### config.mk
export PLATFORM = sky130hd
export DESIGN_NAME = unique_key_fifo_queue_top
export DESIGN_NICKNAME = d
export VERILOG_FILES = /design/src/hw/rtl/ukfq_pkg.sv /design/src/hw/rtl/unique_key_fifo_queue_top.sv /design/src/hw/rtl/ukfq_mem.sv /design/src/hw/rtl/ukfq_ctrl.sv
export SDC_FILE = /design/constraint.sdc
export NUM_CORES = 1
export LEC_CHECK = 0
export BUFFER_PORTS_ARGS = -buffer_cell sky130_fd_sc_hd__buf_2
export CAP_MARGIN = 20
export CORE_ASPECT_RATIO = 1.5
export CORE_MARGIN = 4
export CORE_UTILIZATION = 52
export DETAILED_ROUTE_END_ITERATION = 7
export GPL_TIMING_DRIVEN = 0
export PLACE_DENSITY = 0.68
export SETUP_SLACK_MARGIN = 0.4
export SYNTH_ARGS = -nofsm -noshare
export SYNTH_HDL_FRONTEND = slang
export SYNTH_SLANG_ARGS = --single-unit
### constraint.sdc
create_clock -name i_clk -period 18.49 [get_ports i_clk]
set_input_delay 1.849 -clock i_clk [delete_from_list [all_inputs] [get_ports i_clk]]
set_output_delay 1.849 -clock i_clk [all_outputs]
set_load 0.01 [all_outputs]
### src/hw/rtl/ukfq_pkg.sv
// ----------------------------------------------------------------------------
// ukfq_pkg
// Shared types for the unique-key FIFO queue: status codes, operation codes,
// controller states, memory control and the result item.
// ----------------------------------------------------------------------------
package ukfq_pkg;

    typedef enum logic [1:0] {
        ST_OK    = 2'd0,
        ST_DUP   = 2'd1,
        ST_EMPTY = 2'd2,
        ST_FULL  = 2'd3
    } t_status;

    localparam logic OP_ENQ = 1'b0;
    localparam logic OP_DEQ = 1'b1;

    typedef enum logic [1:0] {
        S_IDLE,
        S_SCAN,
        S_DEQ
    } t_state;

    typedef struct packed {
        logic re;
        logic we;
    } t_mem_ctl;

    typedef struct packed {
        t_status     status;
        logic [31:0] key;
        logic [31:0] value;
        logic [4:0]  occupancy;
        logic        is_empty;
    } t_result;

endpackage

### src/hw/rtl/unique_key_fifo_queue_top.sv
// ----------------------------------------------------------------------------
// unique_key_fifo_queue_top
// FIFO queue of key/value pairs that rejects an enqueue whose key is held.
// ----------------------------------------------------------------------------
// One item at a time. An enqueue reads every held key from the single-port
// ring memory, one per cycle, before its result is registered, and stops
// early when a duplicate is found; a full ring is scanned and then refused.
// A dequeue reads the head entry and then registers it, or registers the
// empty status without a read. A result waits while the output is stalled.
// The next item is taken the cycle after a result is registered, even if that
// result has not yet been picked up. Storage needs no clearing after reset.
module unique_key_fifo_queue_top #(
    parameter int DEPTH = 16
) (
    input  logic               i_clk,
    input  logic               i_rst_n,
    input  logic               i_valid,
    output logic               o_stall,
    input  logic               i_op,
    input  logic signed [31:0] i_in_key,
    input  logic signed [31:0] i_in_value,
    output logic               o_valid,
    input  logic               i_stall,
    output logic [1:0]         o_status,
    output logic signed [31:0] o_out_key,
    output logic signed [31:0] o_out_value,
    output logic [4:0]         o_occupancy,
    output logic               o_is_empty
);
    import ukfq_pkg::*;

    localparam int AW = $clog2(DEPTH);
    localparam int CW = $clog2(DEPTH + 1);

    t_mem_ctl      mem_ctl;
    logic [AW-1:0] mem_addr;
    logic [31:0]   mem_wkey;
    logic [31:0]   mem_wval;
    logic [31:0]   mem_rkey;
    logic [31:0]   mem_rval;
    t_result       result;

    ukfq_ctrl #(
        .DEPTH (DEPTH),
        .AW    (AW),
        .CW    (CW)
    ) u_ctrl (
        .i_clk      (i_clk),
        .i_rst_n    (i_rst_n),
        .i_valid    (i_valid),
        .o_stall    (o_stall),
        .i_op       (i_op),
        .i_key      ($unsigned(i_in_key)),
        .i_value    ($unsigned(i_in_value)),
        .o_valid    (o_valid),
        .i_stall    (i_stall),
        .o_result   (result),
        .o_mem_ctl  (mem_ctl),
        .o_mem_addr (mem_addr),
        .o_mem_wkey (mem_wkey),
        .o_mem_wval (mem_wval),
        .i_mem_rkey (mem_rkey),
        .i_mem_rval (mem_rval)
    );

    ukfq_mem #(
        .DEPTH (DEPTH),
        .AW    (AW)
    ) u_mem (
        .i_clk  (i_clk),
        .i_ctl  (mem_ctl),
        .i_addr (mem_addr),
        .i_wkey (mem_wkey),
        .i_wval (mem_wval),
        .o_rkey (mem_rkey),
        .o_rval (mem_rval)
    );

    assign o_status    = result.status;
    assign o_out_key   = $signed(result.key);
    assign o_out_value = $signed(result.value);
    assign o_occupancy = result.occupancy;
    assign o_is_empty  = result.is_empty;

endmodule

### src/hw/rtl/ukfq_mem.sv
// ----------------------------------------------------------------------------
// ukfq_mem
// Single-port key/value ring storage, one access per cycle, registered read.
// ----------------------------------------------------------------------------
module ukfq_mem #(
    parameter int DEPTH = 16,
    parameter int AW    = $clog2(DEPTH)
) (
    input  logic               i_clk,
    input  ukfq_pkg::t_mem_ctl i_ctl,
    input  logic [AW-1:0]      i_addr,
    input  logic [31:0]        i_wkey,
    input  logic [31:0]        i_wval,
    output logic [31:0]        o_rkey,
    output logic [31:0]        o_rval
);
    import ukfq_pkg::*;

    logic [31:0] r_key_mem [DEPTH];
    logic [31:0] r_val_mem [DEPTH];
    logic [31:0] r_rkey;
    logic [31:0] r_rval;

    always_ff @(posedge i_clk) begin
        if (i_ctl.we) begin
            r_key_mem[i_addr] <= i_wkey;
            r_val_mem[i_addr] <= i_wval;
        end
        if (i_ctl.re) begin
            r_rkey <= r_key_mem[i_addr];
            r_rval <= r_val_mem[i_addr];
        end
    end

    assign o_rkey = r_rkey;
    assign o_rval = r_rval;

endmodule

### src/hw/rtl/ukfq_ctrl.sv
// ----------------------------------------------------------------------------
// ukfq_ctrl
// Sequencer for the queue: ring pointers, entry count, duplicate-key scan,
// append and head removal, and the result register.
// ----------------------------------------------------------------------------
module ukfq_ctrl #(
    parameter int DEPTH = 16,
    parameter int AW    = $clog2(DEPTH),
    parameter int CW    = $clog2(DEPTH + 1)
) (
    input  logic               i_clk,
    input  logic               i_rst_n,
    input  logic               i_valid,
    output logic               o_stall,
    input  logic               i_op,
    input  logic [31:0]        i_key,
    input  logic [31:0]        i_value,
    output logic               o_valid,
    input  logic               i_stall,
    output ukfq_pkg::t_result  o_result,
    output ukfq_pkg::t_mem_ctl o_mem_ctl,
    output logic [AW-1:0]      o_mem_addr,
    output logic [31:0]        o_mem_wkey,
    output logic [31:0]        o_mem_wval,
    input  logic [31:0]        i_mem_rkey,
    input  logic [31:0]        i_mem_rval
);
    import ukfq_pkg::*;

    localparam logic [AW-1:0] LAST_POS = AW'(DEPTH - 1);
    localparam logic [CW-1:0] FULL_CNT = CW'(DEPTH);

    t_state        r_state, n_state;
    logic [31:0]   r_key, n_key;
    logic [31:0]   r_val, n_val;
    logic [AW-1:0] r_head, n_head;
    logic [AW-1:0] r_tail, n_tail;
    logic [CW-1:0] r_count, n_count;
    logic [AW-1:0] r_ptr, n_ptr;
    logic [CW-1:0] r_left, n_left;
    logic          r_rd_pend, n_rd_pend;
    logic          r_out_valid, n_out_valid;
    t_result       r_out, n_out;

    logic          out_free;
    logic          hit;
    logic          load_out;
    logic [CW+4:0] occ_wide;

    function automatic logic [AW-1:0] ring_next(input logic [AW-1:0] pos);
        return (pos == LAST_POS) ? '0 : pos + 1'b1;
    endfunction

    always_ff @(posedge i_clk) begin
        if (!i_rst_n) begin
            r_state     <= S_IDLE;
            r_head      <= '0;
            r_tail      <= '0;
            r_count     <= '0;
            r_rd_pend   <= 1'b0;
            r_out_valid <= 1'b0;
        end else begin
            r_state     <= n_state;
            r_head      <= n_head;
            r_tail      <= n_tail;
            r_count     <= n_count;
            r_rd_pend   <= n_rd_pend;
            r_out_valid <= n_out_valid;
        end
    end

    always_ff @(posedge i_clk) begin
        r_key  <= n_key;
        r_val  <= n_val;
        r_ptr  <= n_ptr;
        r_left <= n_left;
        r_out  <= n_out;
    end

    always_comb begin
        n_state     = r_state;
        n_key       = r_key;
        n_val       = r_val;
        n_head      = r_head;
        n_tail      = r_tail;
        n_count     = r_count;
        n_ptr       = r_ptr;
        n_left      = r_left;
        n_rd_pend   = r_rd_pend;
        n_out_valid = r_out_valid;
        n_out       = r_out;
        o_mem_ctl   = '0;
        o_mem_addr  = r_ptr;
        load_out    = 1'b0;

        out_free = !r_out_valid || !i_stall;
        hit      = r_rd_pend && (i_mem_rkey == r_key);
        if (r_out_valid && !i_stall) begin
            n_out_valid = 1'b0;
        end

        case (r_state)
            S_IDLE: begin
                if (i_valid) begin
                    n_key     = i_key;
                    n_val     = i_value;
                    n_ptr     = r_head;
                    n_left    = r_count;
                    n_rd_pend = 1'b0;
                    n_state   = (i_op == OP_DEQ) ? S_DEQ : S_SCAN;
                end
            end
            S_SCAN: begin
                if (hit || r_left == '0) begin
                    if (out_free) begin
                        load_out     = 1'b1;
                        n_out.key    = '0;
                        n_out.value  = '0;
                        n_rd_pend    = 1'b0;
                        n_state      = S_IDLE;
                        if (hit) begin
                            n_out.status = ST_DUP;
                        end else if (r_count == FULL_CNT) begin
                            n_out.status = ST_FULL;
                        end else begin
                            o_mem_ctl.we = 1'b1;
                            o_mem_addr   = r_tail;
                            n_tail       = ring_next(r_tail);
                            n_count      = r_count + 1'b1;
                            n_out.status = ST_OK;
                        end
                    end
                end else begin
                    o_mem_ctl.re = 1'b1;
                    o_mem_addr   = r_ptr;
                    n_ptr        = ring_next(r_ptr);
                    n_left       = r_left - 1'b1;
                    n_rd_pend    = 1'b1;
                end
            end
            S_DEQ: begin
                if (r_count == '0) begin
                    if (out_free) begin
                        load_out     = 1'b1;
                        n_out.status = ST_EMPTY;
                        n_out.key    = '0;
                        n_out.value  = '0;
                        n_state      = S_IDLE;
                    end
                end else if (!r_rd_pend) begin
                    o_mem_ctl.re = 1'b1;
                    o_mem_addr   = r_head;
                    n_rd_pend    = 1'b1;
                end else if (out_free) begin
                    load_out     = 1'b1;
                    n_out.status = ST_OK;
                    n_out.key    = i_mem_rkey;
                    n_out.value  = i_mem_rval;
                    n_head       = ring_next(r_head);
                    n_count      = r_count - 1'b1;
                    n_rd_pend    = 1'b0;
                    n_state      = S_IDLE;
                end
            end
            default: begin
                n_state = S_IDLE;
            end
        endcase

        occ_wide = {5'b0, n_count};
        if (load_out) begin
            n_out_valid     = 1'b1;
            n_out.occupancy = occ_wide[4:0];
            n_out.is_empty  = (n_count == '0);
        end
    end

    assign o_stall    = (r_state != S_IDLE);
    assign o_valid    = r_out_valid;
    assign o_result   = r_out;
    assign o_mem_wkey = r_key;
    assign o_mem_wval = r_val;

endmodule
==> results.py <==
metrics = {
    "grt": {
        "gr-usage-all-layers_pct": 25.88,
        "grt_max_degree": 45,
        "grt-ovfl-total": 0,
        "antenna_found_initial": 2,
        "grt_pass1_vias": 29360,
        "grt_pass1_wl_um": 188500,
    },
    "synthesis": {
        "synthFlopType": "edfxtp_1",
        "syn-num-nets": 3273,
        "yosysSeqAreaShare_pct": 77.52,
        "synth-edff-count": 1233,
        "synth_seq_cells": 1250,
        "syn_avg_cell_area_um2": 15.10,
        "synthCells": 3193,
        "async_flop_share_pct": 0,
        "yosysUniqueCellTypes": 57,
        "ys_warn_count": 0,
        "netlist_area_mm2": 0.04820,
    },
    "placed_design": {
        "dp_hpwl_um": 84590,
        "place_congestion": 0.8652,
        "portBuffers": 142,
    },
    "clocking": {
        "clk_latency_ns": 0.72,
        "post_cts_buffers": 0,
        "htree_levels": 3,
        "numCtsBuffers": 111,
        "cts_root_buf": "clkbuf_16",
        "cts-resized-gates": 0,
        "clockBufferDepth": 3,
        "clk_pin_slew_worst_paths_ns": 0.06,
        "cts_tree": "yes",
        "cts.sinks": 1250,
        "postCtsHoldBufs": 0,
    },
    "sta": {
        "finalSetupTns_ns": 0,
        "setup_viol": 0,
        "maxSlewViolCount": 0,
        "skew_ns": 0.03120,
        "slew_headroom_pct": 30.74,
        "rsz0062_at_grt": "false",
        "hold_viol_final": 0,
        "tightest_slew_ns": 1.036,
        "fmax_ghz": 0.1413,
        "finalCritPeriodShare_pct": 38.27,
        "period_needed_ns": 7.077,
    },
    "route": {
        "ant_nets": 0,
        "met1_length_um": 45970,
        "drc": 0,
        "via_per_inst": 6.147,
        "drt_iter0_drc": 2904,
        "wl_met2_um": 66040,
        "avgRoutedWirePerCell_um": 26.97,
        "top_layer": "met5",
        "wirelength_um": 128300,
        "drtPass1Iterations": 5,
        "vias": 29240,
        "dr_wl_met3_um": 9417,
    },
    "setup_path": {
        "required_ns": 18.87,
        "crit_top_cell": "buf_2",
        "crit_type": "reg2reg",
        "path_delay_family": "simple AND/OR/NAND/NOR gates",
        "startpoint_type": "register",
        "critPathMaxStageDelay_ns": 0.93,
        "worst-path-max-fanout": 25,
        "slowest_stage": "nor2_4",
        "worst-path-buf-inv": 5,
        "crit_chain": "xor2_1 -> nor4_1 -> nand4_1 -> nor4_4 -> o211ai_1 -> nand3_1 -> buf_2 -> buf_2 -> buf_2 -> buf_1 -> nand3_1 -> nor2_4 -> buf_12",
        "end_kind": "register",
        "cp.arrival_ns": 7.46,
    },
    "floorplanning": {
        "initial_core_util_pct": 52.46,
        "fp.coreArea_mm2": 0.09189,
        "die_height_um": 380.9,
        "die_x_um": 256.6,
        "io_pins": 143,
        "row_count": 136,
        "die-area_mm2": 0.09773,
    },
    "pwr": {
        "p_per_area_mw_per_mm2": 129.2,
        "ir_drop_uv": 70.00,
        "leakagePower_nw": 18.35,
    },
    "flow_run": {
        "drv_cap": 0,
    },
    "layout": {
        "syn2layout_area_growth_pct": 14.03,
        "drive_gt1_share_pct": 12.18,
        "final_core_util_pct": 59.82,
        "num-nets-final": 3568,
        "ff_latch_area_mm2": 0.03737,
        "multiInputGateArea_mm2": 0.01003,
        "n_fill_cell": 6842,
    },
    "run_status": {
        "status": "complete, no violations",
    },
    "hold_path": {
        "hp-class": "reg2reg",
    },
}
-- metal layers --
layer / track usage, % / up-vias
met5: 0 / -
met4: 13.65 / 2
met1: 31.34 / 14600
met3: 3.358 / 323
li1: - / 12760
met2: 45.44 / 1550
-- where the power goes --
part | switching (mW) | internal [mW] | total (mW)
registers | 0.0787 | 3.24 | 3.32
logic | 1.02 | 0.427 | 1.45
clock network | 1.02 | 1.30 | 2.33
total | 2.13 | 4.97 | 7.10
-- cell usage after synthesis, drive strengths merged, types with 5 or more instances --
library cell     n  area (um2)
a21oi          143       715.7
a221oi         128        1121
a311oi           5       50.04
a31oi           69       431.7
a32o            64       640.6
and2            76       475.5
buf             82       440.4
clkbuf         120       450.4
dfxtp           17       340.3
edfxtp        1233       37030
ha              11       137.6
inv             13       48.80
mux2i          132        1321
nand2          669        2514
nand3          207        1036
nor2            38       142.6
nor3             7       35.03
nor4             9       71.32
o21ai           15       75.07
or3             68       425.4
xnor2            9       78.83
xor2            27       236.5
-- final cells by class --
type / instances / area share, %
Multi-Input combinational cell: 1727 / 18.25
Timing Repair Buffer: 182 / 2.773
Tap cell: 1173 / 2.670
Sequential cell: 1250 / 67.98
Clock inverter: 68 / 1.282
Clock buffer: 137 / 5.306
Inverter: 14 / 0.09561
Antenna cell: 3 / 0.01366
Buffer: 202 / 1.623
-- placed cells by master (no fill, tap or decap), types with 15 or more instances in the layout --
| cell type | n |
|---|---|
| and2_1 | 75 |
| nor2_4 | 17 |
| nand3_1 | 207 |
| nand2_1 | 668 |
| clkbuf_1 | 142 |
| clkbuf_16 | 112 |
| nor2_1 | 20 |
| clkinv_1 | 27 |
| o21ai_0 | 15 |
| buf_2 | 205 |
| buf_12 | 35 |
| clkinv_2 | 16 |
| edfxtp_1 | 1233 |
| or3_1 | 68 |
| a32o_1 | 64 |
| dfxtp_1 | 17 |
| xor2_1 | 27 |
| a31oi_1 | 69 |
| a221oi_1 | 128 |
| a21oi_1 | 143 |
| mux2i_1 | 132 |
-- state kept, by name, summed over array words and instances, names as in the netlist, 2 cells and up --
signal             cells
u_ctrl.r_ptr           4
u_ctrl.o_mem_wval     32
u_ctrl.r_head          4
u_ctrl.r_count         5
u_mem.r_key_mem      512
u_ctrl.r_left          5
u_mem.o_rkey          32
u_mem.r_val_mem      512
u_ctrl.r_tail          4
u_ctrl.o_result       72
u_ctrl.o_mem_wkey     32
u_ctrl.r_state         2
u_mem.o_rval          32
-- logic make-up (layout without fill, tap and decap cells) --
| logic type | after synthesis | in the layout | share of synthesized area, % |
|---|---|---|---|
| AOI/OAI and AO/OA | 451 | 451 | 6.738 |
| xor gates and xnor gates | 36 | 36 | 0.6541 |
| other | 0 | 3 | 0 |
| adders and majority gates | 11 | 11 | 0.2855 |
| and+or+nand+nor | 1096 | 1096 | 10.08 |
| DFF | 1250 | 1250 | 77.52 |
| buffers and inverters | 216 | 603 | 1.957 |
| muxes | 133 | 133 | 2.764 |
-- worst paths after layout --
| path | startpoint | endpoint | slack, ns | cells after the start |
|---|---|---|---|---|
| min | u_mem.o_rval[4] | u_ctrl.o_result[10] | 0.52 | 1 |
| max | u_ctrl.o_mem_wkey[17] | u_mem.r_key_mem[3][3] | 11.41 | 13 |
| min reg2reg | u_mem.o_rval[4] | u_ctrl.o_result[10] | 0.52 | 1 |
| max reg2reg | u_ctrl.o_mem_wkey[17] | u_mem.r_key_mem[3][3] | 11.41 | 13 |
-- metrics by stage --
step | hold slack (ns) | cells | cell area [um2] | total power [mW] | setup slack [ns]
floorplan | 0.4750 | 3193 | 48200 | 4.197 | 11.68
global placement | 0.5041 | 4508 | 50380 | 4.786 | 7.458
detailed placement | 0.5025 | 4548 | 51340 | 4.823 | 11.53
CTS | 0.5176 | 4753 | 54960 | 7.120 | 11.48
global route | 0.5349 | 4753 | 54960 | 7.343 | 11.16
finish | 0.5187 | 4756 | 54960 | 7.100 | 11.41
Note: power is estimated with default switching activity, not from simulation.
